[src/sv/lfu_cache_controller_defines.svh]
// Assertion macros for the LFU cache controller.
`ifndef LFU_CACHE_CONTROLLER_DEFINES_SVH
`define LFU_CACHE_CONTROLLER_DEFINES_SVH
`ifndef SYNTHESIS
`define LFU_ASSERT_IMP(lbl, ante, cons) \
	lbl: assert property (@(posedge clk) disable iff (!arst_n) (ante) |-> (cons)) \
		else $error("lfu cache controller: assertion failed");
`define LFU_ASSERT_NXT(lbl, ante, cons) \
	lbl: assert property (@(posedge clk) disable iff (!arst_n) (ante) |=> (cons)) \
		else $error("lfu cache controller: assertion failed");
`else
`define LFU_ASSERT_IMP(lbl, ante, cons)
`define LFU_ASSERT_NXT(lbl, ante, cons)
`endif
`endif

[src/sv/lfu_pkg.sv]
// Shared constants, codes and types of the LFU cache controller.
package lfu_pkg;

	localparam int DEF_ENTRIES    = 16;
	localparam int DEF_KEY_BITS   = 32;
	localparam int DEF_VALUE_BITS = 32;
	localparam int DEF_COUNT_BITS = 16;

	localparam int DATA_BITS = 32;
	localparam int ADDR_BITS = 3;
	localparam int CAP_BITS  = 5;
	localparam logic [CAP_BITS-1:0] CAP_RESET = 5'd16;

	// register index, taken from paddr[2]
	localparam logic REG_CAPACITY = 1'b0;

	localparam logic FUNC_GET = 1'b0;
	localparam logic FUNC_PUT = 1'b1;

	typedef enum logic [1:0] {
		ST_IDLE,
		ST_SCAN,
		ST_DRAIN,
		ST_COMMIT
	} state_t;

	typedef struct packed {
		logic clear;
		logic vld;
	} scan_ctl_t;

	typedef struct packed {
		logic found;
		logic have;
		logic free_ok;
	} scan_stat_t;

endpackage

[src/sv/lfu_ram.sv]
// Generic single-port synchronous RAM with registered read.
module lfu_ram #(
	parameter int WIDTH = 8,
	parameter int DEPTH = 16,
	parameter int AW    = (DEPTH > 1) ? $clog2(DEPTH) : 1
) (
	input  logic             clk,
	input  logic             en,
	input  logic             we,
	input  logic [AW-1:0]    addr,
	input  logic [WIDTH-1:0] wdata,
	output logic [WIDTH-1:0] rdata
);

	logic [WIDTH-1:0] mem_q [DEPTH];

	always_ff @(posedge clk) begin
		if (en) begin
			if (we) begin
				mem_q[addr] <= wdata;
			end else begin
				rdata <= mem_q[addr];
			end
		end
	end

endmodule

[src/sv/lfu_rank.sv]
// Recency rank lanes: one rank per entry, aged in parallel on a touch.
module lfu_rank #(
	parameter int ENTRIES = lfu_pkg::DEF_ENTRIES,
	parameter int IDX_W   = (ENTRIES > 1) ? $clog2(ENTRIES) : 1,
	parameter int RANK_W  = IDX_W,
	parameter int FILL_W  = $clog2(ENTRIES + 1)
) (
	input  logic              clk,
	input  logic              touch,
	input  logic [IDX_W-1:0]  touch_idx,
	input  logic [FILL_W-1:0] old_rank,
	input  logic [ENTRIES-1:0] valid,
	input  logic [IDX_W-1:0]  rd_idx,
	output logic [RANK_W-1:0] rd_rank
);

	logic [RANK_W-1:0] rank_q [ENTRIES];

	for (genvar j = 0; j < ENTRIES; j++) begin : g_lane
		always_ff @(posedge clk) begin
			if (touch) begin
				if (touch_idx == IDX_W'(j)) begin
					rank_q[j] <= '0;
				end else if (valid[j] && (FILL_W'(rank_q[j]) < old_rank)) begin
					rank_q[j] <= rank_q[j] + RANK_W'(1);
				end
			end
		end
	end

	assign rd_rank = rank_q[rd_idx];

endmodule

[src/sv/lfu_scan.sv]
// Scan tracker: key match, LFU victim and first free slot over one pass.
module lfu_scan #(
	parameter int KEY_BITS   = lfu_pkg::DEF_KEY_BITS,
	parameter int VALUE_BITS = lfu_pkg::DEF_VALUE_BITS,
	parameter int COUNT_BITS = lfu_pkg::DEF_COUNT_BITS,
	parameter int IDX_W      = 4,
	parameter int RANK_W     = 4
) (
	input  logic                    clk,
	input  logic                    arst_n,
	input  lfu_pkg::scan_ctl_t      ctl,
	input  logic [IDX_W-1:0]        idx,
	input  logic                    entry_valid,
	input  logic [KEY_BITS-1:0]     entry_key,
	input  logic [VALUE_BITS-1:0]   entry_value,
	input  logic [COUNT_BITS-1:0]   entry_count,
	input  logic [RANK_W-1:0]       entry_rank,
	input  logic [KEY_BITS-1:0]     look_key,
	output lfu_pkg::scan_stat_t     stat,
	output logic [IDX_W-1:0]        found_idx,
	output logic [VALUE_BITS-1:0]   found_value,
	output logic [COUNT_BITS-1:0]   found_count,
	output logic [RANK_W-1:0]       found_rank,
	output logic [IDX_W-1:0]        vic_idx,
	output logic [KEY_BITS-1:0]     vic_key,
	output logic [RANK_W-1:0]       vic_rank,
	output logic [IDX_W-1:0]        free_idx
);

	lfu_pkg::scan_stat_t stat_q;
	logic [IDX_W-1:0]      found_idx_q, vic_idx_q, free_idx_q;
	logic [VALUE_BITS-1:0] found_value_q;
	logic [COUNT_BITS-1:0] found_count_q, vic_count_q;
	logic [RANK_W-1:0]     found_rank_q, vic_rank_q;
	logic [KEY_BITS-1:0]   vic_key_q;
	logic match, better, free;

	always_comb begin
		match  = ctl.vld && entry_valid && (entry_key == look_key) && !stat_q.found;
		// lower count wins, equal count goes to the older entry
		better = ctl.vld && entry_valid && (!stat_q.have || (entry_count < vic_count_q) ||
			((entry_count == vic_count_q) && (entry_rank > vic_rank_q)));
		free   = ctl.vld && !entry_valid && !stat_q.free_ok;
	end

	always_ff @(posedge clk or negedge arst_n) begin
		if (!arst_n) begin
			stat_q <= '0;
		end else if (ctl.clear) begin
			stat_q <= '0;
		end else begin
			if (match) stat_q.found <= 1'b1;
			if (better) stat_q.have <= 1'b1;
			if (free) stat_q.free_ok <= 1'b1;
		end
	end

	always_ff @(posedge clk) begin
		if (match) begin
			found_idx_q   <= idx;
			found_value_q <= entry_value;
			found_count_q <= entry_count;
			found_rank_q  <= entry_rank;
		end
		if (better) begin
			vic_idx_q   <= idx;
			vic_key_q   <= entry_key;
			vic_count_q <= entry_count;
			vic_rank_q  <= entry_rank;
		end
		if (free) begin
			free_idx_q <= idx;
		end
	end

	assign stat        = stat_q;
	assign found_idx   = found_idx_q;
	assign found_value = found_value_q;
	assign found_count = found_count_q;
	assign found_rank  = found_rank_q;
	assign vic_idx     = vic_idx_q;
	assign vic_key     = vic_key_q;
	assign vic_rank    = vic_rank_q;
	assign free_idx    = free_idx_q;

endmodule

[src/sv/lfu_cache_controller.sv]
// Top level of the LFU cache controller: control FSM, config register, datapath.
//
// Fully associative key/value cache, least frequently used replacement,
// least recently touched entry first among equal use counts.
// Command channel: a word (func, lookup_key, write_value) is taken at a
// rising edge with start high and busy low. func 0 is a get, 1 a put.
// Result channel: done is high for one cycle with hit, read_value, evicted
// and evicted_key; the receiver cannot stall, so the word must be taken then.
// Each command scans all ENTRIES slots of the entry RAM, one read per cycle,
// then passes through a drain state for the last read and a commit state
// for the write-back. busy is high in the scan and drain states; a new
// command can be taken in the write-back cycle, and done is registered
// from the commit state.
// APB register 0 (capacity_in_use) holds the entry limit; write it only
// while idle. Reset clears all valid bits and the fill count and sets the
// capacity to 16; no clearing pass over the RAM is needed.
`include "lfu_cache_controller_defines.svh"
module lfu_cache_controller #(
	parameter int ENTRIES    = lfu_pkg::DEF_ENTRIES,
	parameter int KEY_BITS   = lfu_pkg::DEF_KEY_BITS,
	parameter int VALUE_BITS = lfu_pkg::DEF_VALUE_BITS,
	parameter int COUNT_BITS = lfu_pkg::DEF_COUNT_BITS
) (
	input  logic                             clk,
	input  logic                             arst_n,
	input  logic                             psel,
	input  logic                             penable,
	input  logic                             pwrite,
	input  logic [lfu_pkg::ADDR_BITS-1:0]    paddr,
	input  logic [lfu_pkg::DATA_BITS-1:0]    pwdata,
	output logic [lfu_pkg::DATA_BITS-1:0]    prdata,
	output logic                             pready,
	input  logic                             start,
	output logic                             busy,
	input  logic                             func,
	input  logic [KEY_BITS-1:0]              lookup_key,
	input  logic signed [VALUE_BITS-1:0]     write_value,
	output logic                             done,
	output logic                             hit,
	output logic signed [VALUE_BITS-1:0]     read_value,
	output logic                             evicted,
	output logic [KEY_BITS-1:0]              evicted_key
);

	localparam int IDX_W  = (ENTRIES > 1) ? $clog2(ENTRIES) : 1;
	localparam int RANK_W = IDX_W;
	localparam int FILL_W = $clog2(ENTRIES + 1);
	localparam int CW     = (FILL_W > lfu_pkg::CAP_BITS) ? FILL_W : lfu_pkg::CAP_BITS;
	localparam int WORD_W = KEY_BITS + VALUE_BITS + COUNT_BITS;
	localparam logic [IDX_W-1:0] LAST_IDX = IDX_W'(ENTRIES - 1);

	lfu_pkg::state_t state_q, state_nxt;
	logic [lfu_pkg::CAP_BITS-1:0] capacity_q;
	logic [FILL_W-1:0]  fill_q;
	logic [ENTRIES-1:0] valid_q;
	logic [IDX_W-1:0]   rd_idx_q, idx_s1;
	logic               vld_s1;

	logic                  func_q;
	logic [KEY_BITS-1:0]   key_q;
	logic [VALUE_BITS-1:0] wval_q;

	logic                  done_q, hit_q, ev_q;
	logic [VALUE_BITS-1:0] rval_q;
	logic [KEY_BITS-1:0]   evkey_q;

	logic accept, cfg_wr, commit;
	logic ram_en, ram_we;
	logic [IDX_W-1:0]  ram_addr;
	logic [WORD_W-1:0] ram_wdata, ram_rdata;

	lfu_pkg::scan_ctl_t  scan_ctl;
	lfu_pkg::scan_stat_t stat;
	logic [IDX_W-1:0]      found_idx, vic_idx, free_idx;
	logic [VALUE_BITS-1:0] found_value;
	logic [COUNT_BITS-1:0] found_count;
	logic [RANK_W-1:0]     found_rank, vic_rank, rd_rank;
	logic [KEY_BITS-1:0]   vic_key;

	logic [CW-1:0] cap_ext, cap_eff;
	logic do_upd, do_evict, do_fill, touch;
	logic [IDX_W-1:0]      wr_idx;
	logic [VALUE_BITS-1:0] wr_value;
	logic [COUNT_BITS-1:0] wr_count;
	logic [FILL_W-1:0]     old_rank;

	// ---- config port ----
	assign pready = 1'b1;
	assign cfg_wr = psel && penable && pwrite && pready &&
		(paddr[2] == lfu_pkg::REG_CAPACITY);
	assign prdata = (paddr[2] == lfu_pkg::REG_CAPACITY) ?
		lfu_pkg::DATA_BITS'(capacity_q) : '0;

	always_ff @(posedge clk or negedge arst_n) begin
		if (!arst_n) begin
			capacity_q <= lfu_pkg::CAP_RESET;
		end else if (cfg_wr) begin
			capacity_q <= pwdata[lfu_pkg::CAP_BITS-1:0];
		end
	end

	// ---- FSM ----
	assign accept = start && !busy;

	always_comb begin
		state_nxt = state_q;
		case (state_q)
			lfu_pkg::ST_IDLE:   if (accept) state_nxt = lfu_pkg::ST_SCAN;
			lfu_pkg::ST_SCAN:   if (rd_idx_q == LAST_IDX) state_nxt = lfu_pkg::ST_DRAIN;
			lfu_pkg::ST_DRAIN:  state_nxt = lfu_pkg::ST_COMMIT;
			lfu_pkg::ST_COMMIT: state_nxt = accept ? lfu_pkg::ST_SCAN : lfu_pkg::ST_IDLE;
			default:            state_nxt = lfu_pkg::ST_IDLE;
		endcase
	end

	always_comb begin
		busy     = 1'b0;
		commit   = 1'b0;
		ram_en   = 1'b0;
		ram_we   = 1'b0;
		ram_addr = rd_idx_q;
		case (state_q)
			lfu_pkg::ST_SCAN: begin
				busy   = 1'b1;
				ram_en = 1'b1;
			end
			lfu_pkg::ST_DRAIN: begin
				busy = 1'b1;
			end
			lfu_pkg::ST_COMMIT: begin
				commit   = 1'b1;
				ram_en   = touch;
				ram_we   = touch;
				ram_addr = wr_idx;
			end
			default: begin
				busy = 1'b0;
			end
		endcase
	end

	always_ff @(posedge clk or negedge arst_n) begin
		if (!arst_n) begin
			state_q  <= lfu_pkg::ST_IDLE;
			rd_idx_q <= '0;
			vld_s1   <= 1'b0;
			fill_q   <= '0;
			valid_q  <= '0;
			done_q   <= 1'b0;
		end else begin
			state_q <= state_nxt;
			vld_s1  <= (state_q == lfu_pkg::ST_SCAN);
			done_q  <= commit;
			if (accept) begin
				rd_idx_q <= '0;
			end else if (state_q == lfu_pkg::ST_SCAN) begin
				rd_idx_q <= rd_idx_q + IDX_W'(1);
			end
			if (commit && do_fill) begin
				valid_q[wr_idx] <= 1'b1;
				fill_q          <= fill_q + FILL_W'(1);
			end
		end
	end

	always_ff @(posedge clk) begin
		idx_s1 <= rd_idx_q;
		if (accept) begin
			func_q <= func;
			key_q  <= lookup_key;
			wval_q <= write_value;
		end
		if (commit) begin
			hit_q   <= stat.found;
			rval_q  <= (stat.found && (func_q == lfu_pkg::FUNC_GET)) ? found_value : '1;
			ev_q    <= do_evict;
			evkey_q <= do_evict ? vic_key : '0;
		end
	end

	// ---- entry store and scan ----
	assign ram_wdata = {key_q, wr_value, wr_count};

	lfu_ram #(
		.WIDTH(WORD_W),
		.DEPTH(ENTRIES)
	) u_ram (
		.clk  (clk),
		.en   (ram_en),
		.we   (ram_we),
		.addr (ram_addr),
		.wdata(ram_wdata),
		.rdata(ram_rdata)
	);

	lfu_rank #(
		.ENTRIES(ENTRIES),
		.IDX_W  (IDX_W),
		.RANK_W (RANK_W),
		.FILL_W (FILL_W)
	) u_rank (
		.clk      (clk),
		.touch    (commit && touch),
		.touch_idx(wr_idx),
		.old_rank (old_rank),
		.valid    (valid_q),
		.rd_idx   (idx_s1),
		.rd_rank  (rd_rank)
	);

	assign scan_ctl.clear = accept;
	assign scan_ctl.vld   = vld_s1;

	lfu_scan #(
		.KEY_BITS  (KEY_BITS),
		.VALUE_BITS(VALUE_BITS),
		.COUNT_BITS(COUNT_BITS),
		.IDX_W     (IDX_W),
		.RANK_W    (RANK_W)
	) u_scan (
		.clk        (clk),
		.arst_n     (arst_n),
		.ctl        (scan_ctl),
		.idx        (idx_s1),
		.entry_valid(valid_q[idx_s1]),
		.entry_key  (ram_rdata[WORD_W-1 -: KEY_BITS]),
		.entry_value(ram_rdata[COUNT_BITS +: VALUE_BITS]),
		.entry_count(ram_rdata[COUNT_BITS-1:0]),
		.entry_rank (rd_rank),
		.look_key   (key_q),
		.stat       (stat),
		.found_idx  (found_idx),
		.found_value(found_value),
		.found_count(found_count),
		.found_rank (found_rank),
		.vic_idx    (vic_idx),
		.vic_key    (vic_key),
		.vic_rank   (vic_rank),
		.free_idx   (free_idx)
	);

	// ---- write-back decision ----
	always_comb begin
		cap_ext = CW'(capacity_q);
		cap_eff = cap_ext;
		if (cap_ext == '0) begin
			cap_eff = CW'(1);
		end else if (cap_ext > CW'(ENTRIES)) begin
			cap_eff = CW'(ENTRIES);
		end
	end

	always_comb begin
		do_upd   = 1'b0;
		do_evict = 1'b0;
		do_fill  = 1'b0;
		wr_idx   = found_idx;
		wr_value = wval_q;
		wr_count = COUNT_BITS'(1);
		old_rank = FILL_W'(found_rank);
		if (stat.found) begin
			do_upd   = 1'b1;
			wr_value = (func_q == lfu_pkg::FUNC_PUT) ? wval_q : found_value;
			// saturate instead of wrapping
			wr_count = (found_count == '1) ? found_count : found_count + COUNT_BITS'(1);
		end else if (func_q == lfu_pkg::FUNC_PUT) begin
			if ((CW'(fill_q) >= cap_eff) && stat.have) begin
				do_evict = 1'b1;
				wr_idx   = vic_idx;
				old_rank = FILL_W'(vic_rank);
			end else if (stat.free_ok) begin
				do_fill  = 1'b1;
				wr_idx   = free_idx;
				old_rank = fill_q;
			end
		end
		touch = do_upd || do_evict || do_fill;
	end

	assign done        = done_q;
	assign hit         = hit_q;
	assign read_value  = rval_q;
	assign evicted     = ev_q;
	assign evicted_key = evkey_q;

	`LFU_ASSERT_NXT(a_commit_done, state_q == lfu_pkg::ST_COMMIT, done)
	`LFU_ASSERT_IMP(a_evict_on_miss, done && evicted, !hit)
	`LFU_ASSERT_IMP(a_fill_tracks_valid, 1'b1, $countones(valid_q) == int'(fill_q))

endmodule
[config.mk]
export PLATFORM = sky130hd
export DESIGN_NAME = lfu_cache_controller
export DESIGN_NICKNAME = d
export VERILOG_FILES = /design/src/sv/lfu_pkg.sv /design/src/sv/lfu_ram.sv /design/src/sv/lfu_rank.sv /design/src/sv/lfu_scan.sv /design/src/sv/lfu_cache_controller.sv
export VERILOG_INCLUDE_DIRS = /design/src /design/src/sv
export SDC_FILE = /design/constraint.sdc
export NUM_CORES = 2
export LEC_CHECK = 0
export BUFFER_PORTS_ARGS = -buffer_cell sky130_fd_sc_hd__buf_2
export CAP_MARGIN = 30
export CORE_UTILIZATION = 50
export CTS_BUF_LIST = sky130_fd_sc_hd__clkbuf_2 sky130_fd_sc_hd__clkbuf_4 sky130_fd_sc_hd__clkbuf_8
export DETAILED_ROUTE_END_ITERATION = 10
export PLACE_DENSITY = 0.66
export SYNTH_ARGS = -nofsm -noshare
export SYNTH_HDL_FRONTEND = slang
export SYNTH_SLANG_ARGS = --single-unit
[constraint.sdc]
create_clock -name clk -period 15.9 [get_ports clk]
set_input_delay 2.385 -clock clk [delete_from_list [all_inputs] [get_ports clk]]
set_output_delay 2.385 -clock clk [all_outputs]
set_load 0.01 [all_outputs]
# ---- Word level (Yosys, flattened, before mapping)
# Memory sizes are Yosys's and may differ from the RTL's. A register that Yosys moved wholly into a read port is not among the register bits.
# Cells that the tools add are included.
dict set report word_totals {
  ff_bits 288
  mem_count 2
  in_bits 106
  out_inout_bits 101
  wordCells 339
  mem_bits_rw 1344
}
dict set report op_classes {
  mux 173
  n_eq_ne 24
  n_addsub 19
  n_bitwise 20
  reduce_logical 51
  n_lt_le_gt_ge 23
}
# memory depth word_bits rd rd_clocked_by_memory_dff wr line
set mem_list {}
lappend mem_list {u_ram.mem_q 16 80 1 1 1 lfu_ram.sv:15} ;# logic [WIDTH-1:0] mem_q [DEPTH];
lappend mem_list {u_rank.rank_q 16 4 17 1 16 lfu_rank.sv:17} ;# logic [RANK_W-1:0] rank_q [ENTRIES];
# operator count
set ops {}
lappend ops {{$mux W1} 132}
lappend ops {{$mux W4} 23}
lappend ops {{$lt A4 B5 Y1} 16}
lappend ops {{$add A4 B1 Y4 const B} 17}
lappend ops {{$mux W32} 2}
lappend ops {{$eq A4 B4 Y1 const B} 9}
lappend ops {{$mux W5} 7}
lappend ops {{$eq A32 B32 Y1} 1}
lappend ops {{$logic_and A1 B1 Y1} 32}
lappend ops {{$mux W16} 2}
lappend ops {{$add A16 B1 Y16 const B} 1}
lappend ops {{$eq A16 B16 Y1} 1}
lappend ops {{$eq A16 B16 Y1 const B} 1}
lappend ops {{$eq A4 B3 Y1 const B} 4}
lappend ops {{$lt A16 B16 Y1} 1}
lappend ops {{$or A1 B1 Y1} 16}
lappend ops {{$or A16 B16 Y16} 1}
lappend ops {{$lt A4 B5 Y1 const B} 2}
lappend ops {{$eq A4 B2 Y1 const B} 2}
lappend ops {{$pmux W2 S4} 1}
lappend ops {{$reduce_bool A2 Y1} 4}
lappend ops {{$add A5 B1 Y5 const B} 1}
lappend ops {{$ge A5 B5 Y1} 1}
lappend ops {{$gt A5 B5 Y1 const B} 1}
lappend ops {{19 further kinds} 32}

# ---- Logic depth before layout (Yosys ltp)
dict set report logic_depth {
  word_depth 15
  depth_mapped 19
  ltp_nobuf 18
}

# ---- Hierarchy
# A second synthesis with hierarchy kept.
dict set report hier_totals {
  cells_unflattened 3292
  hier_area_um2 67075.6
}
# module n_inst cells_per_inst area_per_inst_um2
set by_module_without_submodules {}
lappend by_module_without_submodules {lfu_ram 1 2058 50249.4}
lappend by_module_without_submodules {lfu_cache_controller 1 536 7493.4}
lappend by_module_without_submodules {lfu_rank 1 453 4852.2}
lappend by_module_without_submodules {lfu_scan 1 245 4480.5}

# ---- Worst setup path after synthesis
# OpenSTA, ideal clock, no wires.
dict set report synth_path {
  kind {reg-to-reg}
  start {register state_q[0]}
  end {memory u_ram.mem_q[11][0] (netlist bit), enable pin}
  setup_ps 519
  path_stages_with_launch 8
  path_buffers 3
  t_arrival_ps 6987
  slack_ps 8394
  required_time_ps 15381
  path_cell_list {dfrtp_1 -> ha_1 -> clkbuf_1 -> clkbuf_1 -> a21boi_0 -> clkbuf_1 -> nand3_1 -> nor2_1}
}
dict set report synth_via {
  elab_chain_cells 5
  elab_cells_between_ends 8
  classes_between {eq/ne: 2; mux: 6}
}
# item line
set synth_lines {}
lappend synth_lines {{from (decl)} lfu_cache_controller.sv:52} ;# lfu_pkg::state_t state_q, state_nxt;
lappend synth_lines {{from (signal assigned)} lfu_cache_controller.sv:144} ;# state_q <= lfu_pkg::ST_IDLE;
lappend synth_lines {{from (signal assigned)} lfu_cache_controller.sv:151} ;# state_q <= state_nxt;
lappend synth_lines {{$eq A2 B2 Y1} lfu_cache_controller.sv:122} ;# case (state_q)
lappend synth_lines {{$mux W1} lfu_cache_controller.sv:122}
lappend synth_lines {{$mux W1} lfu_ram.sv:19} ;# if (we) begin
lappend synth_lines {{$mux W1} lfu_ram.sv:18} ;# if (en) begin
lappend synth_lines {{$mux W1 (not written as such)} lfu_ram.sv:20} ;# mem_q[addr] <= wdata;
lappend synth_lines {{to (decl)} lfu_ram.sv:15}
# Parallel ways exist; a longest one is shown, timed or not.

# ---- Final worst setup path
dict set report layout_path {
  start {register capacity_q, in the netlist cap_ext[1]}
  end {memory u_ram.mem_q[4][65] (netlist bit), enable pin}
}
dict set report layout_via {
  elab_chain_cells 14
  elab_cells_between_ends 23
  classes_between {order compare: 2; mux: 17; reduce/logical: 4}
}
# item line
set layout_lines {}
lappend layout_lines {{from (decl)} lfu_cache_controller.sv:53} ;# logic [lfu_pkg::CAP_BITS-1:0] capacity_q;
lappend layout_lines {{from (signal assigned)} lfu_cache_controller.sv:96} ;# capacity_q <= lfu_pkg::CAP_RESET;
lappend layout_lines {{from (signal assigned)} lfu_cache_controller.sv:98} ;# capacity_q <= pwdata[lfu_pkg::CAP_BITS-1:0];
lappend layout_lines {{$gt A5 B5 Y1} lfu_cache_controller.sv:248} ;# end else if (cap_ext > CW'(ENTRIES)) begin
lappend layout_lines {{$mux W5} lfu_cache_controller.sv:248}
lappend layout_lines {{$mux W5 (*)} lfu_cache_controller.sv:246} ;# if (cap_ext == '0) begin
lappend layout_lines {{$ge A5 B5 Y1 (*)} lfu_cache_controller.sv:267} ;# if ((CW'(fill_q) >= cap_eff) && stat.have) begin
lappend layout_lines {{$logic_and A1 B1 Y1 (*)} lfu_cache_controller.sv:267}
lappend layout_lines {{$mux W1} lfu_cache_controller.sv:267}
lappend layout_lines {{$mux W1} lfu_cache_controller.sv:266} ;# end else if (func_q == lfu_pkg::FUNC_PUT) begin
lappend layout_lines {{$mux W1} lfu_cache_controller.sv:261} ;# if (stat.found) begin
lappend layout_lines {{$logic_or A1 B1 Y1 (2 in a row)} lfu_cache_controller.sv:277} ;# touch = do_upd || do_evict || do_fill;
lappend layout_lines {{$mux W1} lfu_cache_controller.sv:122}
lappend layout_lines {{$mux W1} lfu_ram.sv:19}
lappend layout_lines {{$mux W1} lfu_ram.sv:18}
lappend layout_lines {{$mux W1 (not written as such)} lfu_ram.sv:20}
# Every way passes the cells marked *; elsewhere a longest branch is shown, timed or not.

==> impl_metrics.csv <==
group,metric,value,unit
worst_setup_path,setup.worst_path.start_class,"flop",
worst_hold_path,min_path_type,"reg2reg",
timing,skew,0.06256,ns
drt,via_per_inst,5.845,
drt,routedWlPerCell,23.68,um
floorplanning,die_x,372.4,um
timing,rsz0062_at_grt,"no",
global_route,grt_max_degree,212,
worst_setup_path,crit_buf_inv,4,
floorplanning,fp.dieH,372.4,um
yosys,synth_top_cell_area_share,73.15,%
drt,drt_iter0_drc,4385,
timing,min_period,7.332,ns
clock_tree,clock_path_buffers,4,
clock_tree,cts_tree,"done",
timing,finalSetupTns,0,ns
timing,worstMarginPinSlew,1.146,ns
yosys,syn_area_per_cell,13.77,um2
placement,hpwl,85900,um
worst_setup_path,worstSetupEndpointType,"flop",
timing,drv_slew,0,
drt,firstDrtPassIters,6,
yosys,synthFlopType,"edfxtp_1",
placement,io_buffers,149,
worst_setup_path,path_class,"reg2reg",
drt,drtAntennaViolNets,0,
floorplanning,ios,207,
floorplanning,coreArea,135800,um2
timing,relSlewSlack,23.58,%
yosys,synth_area_leader_cell,"edfxtp_1",
clock_tree,numCtsBuffers,295,
worst_setup_path,slowest_stage,"buf_4",
finish,fin_util,56.58,%
timing,fmax,0.1364,GHz
clock_tree,clk_pin_slew,0.06,ns
timing,period_share,46.11,%
yosys,syn_inst,4981,
pwr,p_leak,27.43,nW
finish,syn2layout_area_growth,12.02,%
yosys,ys_seq_area_share,74.62,%
worst_setup_path,crit_path_max_fanout,182,
pwr,p_total,13.07,mW
pwr,p_per_area,170.1,nW/um2
floorplanning,die_area,138700,um2
yosys,yosys-top-cells-area,"edfxtp_1, nand2_1, nand3_1",
finish,nNetsFinal,5437,
worst_setup_path,arrival,7.91,ns
worst_setup_path,critical_path.top_delay_family,"buffers and inverters",
clock_tree,cts-root-buf,"clkbuf_8",
global_route,overflow,0,
floorplanning,initial_utilization,50.51,%
global_route,grt_antenna_before_repair,7,
global_route,grt_pass1_vias,40600,
worst_setup_path,crit_chain,"nor3_1 > nor2_1 > nor2_1 > ha_1 > nand2b_1 > a31oi_2 > o21a_2 > mux2i_1 > o21ai_2 > mux2i_4 > buf_4 > buf_12 > nand3_2 > nor2_4 > buf_4 > buf_4",
clock_tree,holdBufCountCts,0,
clock_tree,post_cts_buffers,0,
global_route,grtUsageTotal,24.47,%
floorplanning,row_count,135,
clock_tree,cts_sinks,1712,
yosys,yosysUniqueCellTypes,64,
drt,drcViolationCount,0,
placement,place_congestion,0.8379,
job,cap_viol_max_count,0,
clock_tree,h-tree-depth,5,
outcome,status,"completed",
worst_setup_path,crit_required,16.48,ns
worst_setup_path,max_stage_delay,0.87,ns
yosys,synth-async-reset-ratio,2.161,%
clock_tree,clk_latency,1.01,ns
timing,hold_viol,0,
yosys,synth_common_cells,"edfxtp_1, nand2_1, nand3_1",
pwr,peakVddDrop,0.2027,mV
yosys,synth.most_common_cell,"edfxtp_1",
drt,wl,170500,um
worst_setup_path,crit_path_frequent_cell,"buf_4",
finish,drive_gt1_share,14.95,%
yosys,ys_warn_count,0,
clock_tree,cts_resized,0,
yosys,synth-seq-cells,1712,
drt,vias,42080,
yosys,netlist_area,68590,um2
global_route,grt_pass1_wl,252600,um
timing,setup_viol,0,
yosys,synth_edf_count,1671,
power by group:
group	internal (mW)	switching (mW)	leakage (nW)	total (mW)
combinational	0.946	2.45	8.29	3.39
clock	2.12	1.68	2.89	3.80
sequential	5.60	0.275	16.2	5.88
total	8.67	4.41	27.4	13.1
flip-flops by register name (all words and copies together) (netlist names), 5 cells and up:
| register | cells |
|---|---|
| u_scan.found_value | 32 |
| key_q | 32 |
| u_ram.rdata | 80 |
| u_ram.mem_q | 1280 |
| valid_q | 16 |
| fill_q | 5 |
| wval_q | 32 |
| cap_ext | 5 |
| u_scan.found_count | 16 |
| read_value | 32 |
| u_scan.vic_count_q | 16 |
| u_scan.vic_key | 32 |
| u_rank.rank_q | 64 |
| evicted_key | 32 |
worst reg2reg max path, delay by kind of cell, from the launching register on:
| kind | cells | cell delay [ns] |
|---|---|---|
| AO/OA/AOI/OAI | 3 | 0.95 |
| flip-flops | 1 | 0.41 |
| buffers and inverters | 4 | 2.85 |
| multiplexers | 2 | 0.51 |
| adder cells (fa/ha/maj) | 1 | 0.22 |
| AND/OR/NAND/NOR | 6 | 1.92 |
layer usage:
metal	global-route usage (%)	vias up	share of wire [%]
met2	38.83	2004	48
met4	6.311	2	1.7
met1	34.47	20960	42
met3	5.183	243	8.8
met5	0	-	0.011
li1	-	18880	-
cells in the final DEF, fill, tap and decap left out, types with 5 or more instances in the layout:
cell       netlist  final
xor2_1          57     57
buf_2          147    149
mux2_2          40     39
nor4_1           9      8
nor3_1          17     17
nand2b_1         7      6
mux2i_1          8      8
buf_16           0      5
conb_1           2     28
clkinv_2         0      9
buf_12           0     10
a21o_1           9      7
a32oi_1        160    160
o2111ai_1       16     16
mux4_2          25     25
and2_1           5      5
inv_1           44     44
bufinv_16        0      8
nand3_1        511    511
clkbuf_8         0    305
a21oi_1         28     27
and3_1          36     36
or2_2           35     35
nor2_1         118    102
nand2_1       1389   1389
dfrtp_1         36     36
o21bai_1        16     16
o21a_1          20     20
clkbuf_4         0     98
nand4_1          8      8
o21ai_0         62     61
nor2_4           0     16
nor2b_1         12     10
a31oi_1        163    162
xnor2_1         24     24
buf_4           35     78
edfxtp_1      1671   1671
clkinv_1         0     52
ha_1            95     93
cell families after synthesis:
family,share of synthesized area (%)
flops,74.62
other cells,0.01095
mux,1.647
buf+inv,2.424
compound gates,5.250
fa+ha+maj,1.733
simple gates,13.28
xor+xnor,1.034
worst paths after layout:
kind,from,end,slack (ns),depth (start not counted)
worst max-delay path,cap_ext[1],u_ram.mem_q[4][65],8.57,16
worst max register to register,cap_ext[1],u_ram.mem_q[4][65],8.57,16
min in group asynchronous,arst_n,state_q[0],1.52,1
max in group asynchronous,arst_n,valid_q[14],13.77,1
worst min-delay path,u_ram.rdata[23],u_scan.found_value[7],0.41,0
worst min register to register,u_ram.rdata[23],u_scan.found_value[7],0.41,0
cell type report:
class	count	area, um2
Clock buffer	403	4933
Antenna cell	2	5.005
Timing Repair Buffer	243	1684
Sequential cell	1712	51190
Clock inverter	75	529.3
Multi-Input combinational cell	2940	16110
Fill cell	10920	58970
Inverter	44	165.2
Tap cell	1781	2228
metrics by stage:
| step | area [um2] | hold slack [ns] | cells | setup WS [ns] |
|---|---|---|---|---|
| after global routing | 76840 | 0.4118 | 7200 | 8.161 |
| after CTS | 76760 | 0.4010 | 7193 | 8.466 |
| after global placement | 71050 | 0.4000 | 6701 | 8.492 |
| final | 76840 | 0.4051 | 7200 | 8.568 |
| after floorplan | 68690 | 0.3454 | 5007 | 8.394 |
| after detailed placement | 71300 | 0.4045 | 6715 | 8.496 |
No activity file was read; power rests on OpenSTA's default activity.
